## src/design/spce_cell.sv

```systemverilog
module spce_cell #(
  parameter int WIDTH = 24
) (
  input  logic             clk_i,
  input  logic             en_i,
  input  logic [WIDTH-1:0] d_i,
  output logic [WIDTH-1:0] q_o
);

  logic [WIDTH-1:0] entry_q;

  // Take the neighbour's entry whenever the ring advances
  always_ff @(posedge clk_i) begin
    if (en_i) begin
      entry_q <= d_i;
    end
  end

  assign q_o = entry_q;

endmodule

```

## config.mk

```make
export PLATFORM = sky130hd
export DESIGN_NAME = spce_cell
export DESIGN_NICKNAME = d
export VERILOG_FILES = /design/src/design/spce_cell.sv
export SDC_FILE = /design/constraint.sdc
export NUM_CORES = 1
export LEC_CHECK = 0
export ABC_AREA = 1
export BUFFER_PORTS_ARGS = -buffer_cell sky130_fd_sc_hd__buf_2
export CORE_UTILIZATION = 30
export CTS_CLUSTER_DIAMETER = 40
export CTS_CLUSTER_SIZE = 24
export DETAILED_ROUTE_END_ITERATION = 8
export PLACE_DENSITY = 0.73
export SLEW_MARGIN = 10
export SYNTH_ARGS = -nofsm -noshare
export SYNTH_HDL_FRONTEND = slang
export SYNTH_SLANG_ARGS = --single-unit
```

## constraint.sdc

```tcl
create_clock -name clk_i -period 0.8 [get_ports clk_i]
set_input_delay 0.08 -clock clk_i [delete_from_list [all_inputs] [get_ports clk_i]]
set_output_delay 0.08 -clock clk_i [all_outputs]
set_load 0.01 [all_outputs]
```

# Word level (Yosys, flattened, before mapping)
# Index checks and enable logic that the tools add are counted.
# Widths: inputs -> output; s select.
# classes
addsub	0
multipliers	0
n_div	0
magnitude_cmp	0
n_eq_ne	0
n_shift	0
mux	0
n_bitwise	0
reduce_logical	0
# word_totals
reg_bits	24
latchBits	0
mem_bits_rw	0
rom_bits	0
inputBits	26
out_inout_bits	24
elab_cells	1
mem_count	0

# Longest topological paths before layout
# Gate-level depths: netlist of the first run.
# depth
depth_word	0
depth_mapped	0
mapped_depth_nobuf	0

# Worst setup path before layout of the first run
# OpenSTA, ideal clock, no wires.
# synth_timing
kind	register to output
start	reg entry_q[0] (netlist: q_o[0])
end	out q_o[0]
t_arrival_ps	394
required_ps	720
slack_ps	326
stages_incl_launch_ff	1
path_buffers	0
cell_sequence	edfxtp_1
# synth_lines
element	line_no	source
start, declared	10	logic [WIDTH-1:0] entry_q;
start signal, assigned	15	entry_q <= d_i;
end, declared	7	output logic [WIDTH-1:0] q_o
# No word-level cell between the ends.

# Final worst setup path of the first run
# layout_timing
start	reg entry_q[5] (netlist: q_o[5])
end	out q_o[5]
# No word-level cell between the ends.

==> flow_metrics.env, run 1 <==
export IMPL_fp_dieArea_um2=2600
export IMPL_grt_pass1_vias=556
export IMPL_synth_fa_ha_area_share_pct=0
export IMPL_violations="negative setup slack"
export IMPL_layout_commonest_cell="buf_2"
export IMPL_fp_coreArea_um2=2230
export IMPL_pin_count=50
export IMPL_synth_compound_gate_area_share_pct=0
export IMPL_drt_first_pass_iters=4
export IMPL_critPathMaxStageDelay_ns=0.41
export IMPL_die_y_um=51.0
export IMPL_dp_cells=102
export IMPL_grt_util_all_layers_pct=15.6
export IMPL_criticalPathCategory="reg -> out"
export IMPL_period_share_pct=119
export IMPL_htree_levels=1
export IMPL_power_density_nw_per_um2=1840
export IMPL_finalNetCount=129
export IMPL_crit_slowest_cell="edfxtp_1"
export IMPL_synthCells=24
export IMPL_die_w_um=51.0
export IMPL_postCtsSetupBuffers=0
export IMPL_postRouteAntennaNets=0
export IMPL_ir_drop_mv=1.11
export IMPL_synthXorXnorAreaFrac_pct=0
export IMPL_port_buffers=49
export IMPL_clockRootBuffer="clkbuf_4"
export IMPL_clk_path_buf_depth=2
export IMPL_fin_tns_setup_ns=-2.69
export IMPL_cts_sinks=24
export IMPL_finalNonFillerCells=130
export IMPL_arrival_ns=0.87
export IMPL_remaining_drc_errors=0
export IMPL_cp_required_ns=0.72
export IMPL_critPathMaxFanout=1
export IMPL_max_freq_mhz=1050
export IMPL_multi_input_area_um2=0
export IMPL_largest_reg_flops=24
export IMPL_maxSlewHeadroom_pct=91.3
export IMPL_initial_utilization_pct=32.3
export IMPL_routedWlPerCell_um=13.7
export IMPL_tightestPinTransition_ns=0.131
export IMPL_drv_cap=0
export IMPL_drt_vias_per_instance=4.03
export IMPL_vias=524
export IMPL_synth_mux_area_share_pct=0
export IMPL_crit_family="flip-flops"
export IMPL_antenna_found_initial=0
export IMPL_period_needed_ns=0.951
export IMPL_syn_area_um2=721
export IMPL_cp_end_kind="output port"
export IMPL_clk_pin_slew_ns=0.13
export IMPL_hold_viol=0
export IMPL_path_cells="buf_2"
export IMPL_synth_seq_cells=24
export IMPL_p_leak_nw=0.553
export IMPL_grt_pass1_wl_mm=2.64
export IMPL_yosysWarningCount=0
export IMPL_critPathBufInv=1
export IMPL_synthToLayoutAreaGrowth_pct=78.6
export IMPL_cp_start_kind="flip-flop"
export IMPL_ys_seq_area_share_pct=100
export IMPL_setup_viol=24
export IMPL_grt_max_degree=25
export IMPL_fp_row_count=17
export IMPL_finalWeightedCongestion=0.611
export IMPL_avgSynthCellArea_um2=30.0
export IMPL_rsz0062_at_grt="yes"
export IMPL_power_total_mw=2.36
export IMPL_hp_class="in -> reg"
export IMPL_drtIter0Drc=10
export IMPL_drive_gt1_share_pct=52.0
export IMPL_antenna_cells=0
export IMPL_grt_overflow=0
export IMPL_outcome="complete, but fails checks"
export IMPL_cts_tree="built"
export IMPL_wl_mm=1.78
export IMPL_slew_violations=0
export IMPL_cts_buffers=3
export IMPL_setup_slack_ns=-0.151
export IMPL_multi_input_gates=0
export IMPL_yosys_cell_types_count=1
export IMPL_synth_simple_area_share_pct=0
export IMPL_mostFrequentLayoutCells="49 x buf_2, 24 x dlygate4sd3_1, 24 x edfxtp_1"
export IMPL_mappedNetlistNets=50
==> cells in the mapped netlist <==
master     n  area [µm²]
edfxtp_1  24         721
==> report_power, final <==
part,leakage (nW),internal [mW],switching (mW),total (mW)
clock network,0.0154,0.182,0.333,0.515
logic,0.302,0.190,0.143,0.333
registers,0.235,1.49,0.0232,1.51
total,0.553,1.86,0.499,2.36
==> metal layers <==
layer	share of wire, %	vias up	GRT usage [%]
li1	-	253	-
met1	34	248	14.7
met2	59	19	29.6
met3	3.4	4	2.08
met4	2.8	0	12.5
met5	0	-	0
==> cell type report <==
type	instances	area (µm²)
fillers	193	946
clock inverters	1	3.75
flip-flops and latches	24	721
well taps	28	35.0
clock buffers	3	22.5
repair buffers	74	505
==> timing repair <==
action / CTS / global route
hold buffers: 24 / 0
gates resized for setup: 0 / 0
hold endpoints to repair: 24 / 0
setup endpoints to repair: 24 / 24
==> cells by family (layout without fill, tap and decap cells) <==
logic type  after synthesis  in the layout
buf+inv                   0             78
flops                    24             24
==> worst paths after layout <==
check  startpoint  endpoint  cells past startpoint
max        q_o[5]    q_o[5]                      1
min          en_i   q_o[14]                      2
==> metrics by stage <==
stage / cell area (µm²) / util, % / worst slack [ns] / hold WS (ns)
CTS: 1290 / 57.6 / -0.159 / 0.182
floorplan: 721 / - / 0.326 / 0.179
global route: 1290 / 57.6 / -0.183 / 0.186
detailed placement: 1020 / 45.7 / 0.134 / 0.258
global placement: 1020 / 45.7 / 0.144 / 0.258
finish: 1290 / 57.6 / -0.151 / 0.177
Power figures use the tool's default switching activity.
==> inputs of run 2 (changes only) <==
--- a/config.mk
+++ b/config.mk
@@ -7,11 +7,11 @@
 export LEC_CHECK = 0
 export ABC_AREA = 1
 export BUFFER_PORTS_ARGS = -buffer_cell sky130_fd_sc_hd__buf_2
-export CORE_UTILIZATION = 30
+export CORE_UTILIZATION = 40
 export CTS_CLUSTER_DIAMETER = 40
 export CTS_CLUSTER_SIZE = 24
 export DETAILED_ROUTE_END_ITERATION = 8
-export PLACE_DENSITY = 0.73
+export PLACE_DENSITY = 0.9
 export SLEW_MARGIN = 10
 export SYNTH_ARGS = -nofsm -noshare
 export SYNTH_HDL_FRONTEND = slang
==> run 2 against run 1 <==
The flow still finishes with violations (negative setup slack). Highest routed layer is now met3. Sequential power about the same. Maximum frequency grew 1.2%. Largest cell class unchanged. Final area decreased by 0.39%. Clock power is 3% lower. First-iteration DRC count rose by 20%. Final cell count shrank 3.1%. Wire length is 12% lower. Setup slack better by 0.011 ns. Die area decreased by 24%.
==> flow_metrics.env, run 2 (synthesis results as in run 1) <==
export IMPL_htree_levels=1
export IMPL_tightestPinTransition_ns=0.126
export IMPL_finish_utilization_pct=80.5
export IMPL_grt_pass1_wl_mm=2.39
export IMPL_holdPathEnd="q_o[7]"
export IMPL_remaining_drc_errors=0
export IMPL_ir_drop_mv=1.45
export IMPL_arrival_ns=0.86
export IMPL_fp_row_count=14
export IMPL_crit_slowest_cell="edfxtp_1"
export IMPL_drt_met1_wl_um=550
export IMPL_slew_violations=0
export IMPL_power_density_nw_per_um2=1830
export IMPL_drv_cap=0
export IMPL_period_share_pct=117
export IMPL_hp_class="in -> reg"
export IMPL_routedWlPerCell_um=12.5
export IMPL_hold_viol=0
export IMPL_initial_utilization_pct=45.2
export IMPL_wl_mm=1.57
export IMPL_cts_sinks=24
export IMPL_cts_tree="built"
export IMPL_fin_area_um2=1280
export IMPL_cp_num_cells=1
export IMPL_drt_vias_per_instance=4.06
export IMPL_antenna_found_initial=0
export IMPL_clk_path_buf_depth=2
export IMPL_port_buffers=49
export IMPL_cts_buffers=3
export IMPL_criticalPathCategory="reg -> out"
export IMPL_postRouteAntennaNets=0
export IMPL_setup_viol=24
export IMPL_setup_slack_ns=-0.140
export IMPL_cp_required_ns=0.72
export IMPL_fp_coreArea_um2=1590
export IMPL_outcome="complete, but fails checks"
export IMPL_maxSlewHeadroom_pct=91.6
export IMPL_met2WireLength_um=939
export IMPL_crit_family="flip-flops"
export IMPL_die_y_um=44.4
export IMPL_multi_input_area_um2=0
export IMPL_largest_reg_flops=24
export IMPL_num_fill_cells=95
export IMPL_seq_area_um2=721
export IMPL_critPathMaxStageDelay_ns=0.41
export IMPL_path_cells="buf_2"
export IMPL_period_needed_ns=0.940
export IMPL_placed_area_um2=1020
export IMPL_critPathBufInv=1
export IMPL_finalWeightedCongestion=0.670
export IMPL_layout_commonest_cell="buf_2"
export IMPL_max_freq_mhz=1060
export IMPL_drt_first_pass_iters=4
export IMPL_die_w_um=44.4
export IMPL_grt_max_degree=25
export IMPL_fp_dieArea_um2=1980
export IMPL_violations="negative setup slack"
export IMPL_drtIter0Drc=12
export IMPL_antenna_cells=0
export IMPL_drive_gt1_share_pct=52.0
export IMPL_rsz0062_at_grt="yes"
export IMPL_route_top_layer_used="met3"
export IMPL_postCtsSetupBuffers=0
export IMPL_clk_pin_slew_ns=0.12
export IMPL_cp_start_kind="flip-flop"
export IMPL_pin_count=50
export IMPL_finalNetCount=129
export IMPL_grt_util_all_layers_pct=17.9
export IMPL_dp_slack_ns=0.141
export IMPL_p_leak_nw=0.553
export IMPL_mostFrequentLayoutCells="49 x buf_2, 24 x dlygate4sd3_1, 24 x edfxtp_1"
export IMPL_hold_path_depth=2
export IMPL_synthToLayoutAreaGrowth_pct=78.0
export IMPL_dr_wl_met3_um=79
export IMPL_hp_start="en_i"
export IMPL_multi_input_gates=0
export IMPL_clockRootBuffer="clkbuf_4"
export IMPL_grt_overflow=0
export IMPL_vias=511
export IMPL_grt_pass1_vias=545
export IMPL_cp_end_kind="output port"
export IMPL_whs_ns=0.182
export IMPL_critPathMaxFanout=1
==> run 2: cell counts in the layout (fill, tap and decap cells not counted) <==
No cell type changed its count.
==> run 2: metal layers <==
layer  vias up  GRT usage, %
li1        252             -
met1       231          17.7
met2        28          36.5
met3         0          3.27
met4         0          5.45
met5         -             0
==> run 2: power breakdown <==
| group | switching [mW] | leakage, nW | internal (mW) |
|---|---|---|---|
| clock | 0.318 | 0.0154 | 0.182 |
| sequential | 0.0217 | 0.235 | 1.49 |
| combinational | 0.141 | 0.302 | 0.190 |
==> run 2: worst max-delay path by stage <==
stage	startpoint	end	slack, ns
finish	q_o[12]	q_o[12]	-0.14
global route	q_o[0]	q_o[0]	-0.16
CTS	q_o[7]	q_o[7]	-0.13
detailed placement	en_i	q_o[22]	0.14
global placement	en_i	q_o[19]	0.15
floorplan	q_o[0]	q_o[0]	0.33
==> run 2: per-stage QoR <==
| stage | instances | power [mW] | setup TNS, ns |
|---|---|---|---|
| global placement | 98 | 1.77 | 0 |
| detailed placement | 98 | 1.78 | 0 |
| CTS | 126 | 2.35 | -2.59 |
| global route | 126 | 2.44 | -3.38 |
| floorplan | 24 | 1.60 | 0 |
| finish | 126 | 2.34 | -2.36 |
==> run 2: layout make-up <==
type	instances	share of cell area, %
clock inverters	1	0.293
well taps	24	2.34
clock buffers	3	1.76
flip-flops and latches	24	56.2
repair buffers	74	39.4
==> run 2: what timing repair did <==
| item | 4_1_cts | 5_1_grt |
|---|---|---|
| hold buffers | 24 | 0 |
| setup endpoints to repair | 24 | 24 |
| cloned | 0 | 0 |
| hold endpoints to repair | 24 | 0 |
| resized for setup | 0 | 0 |
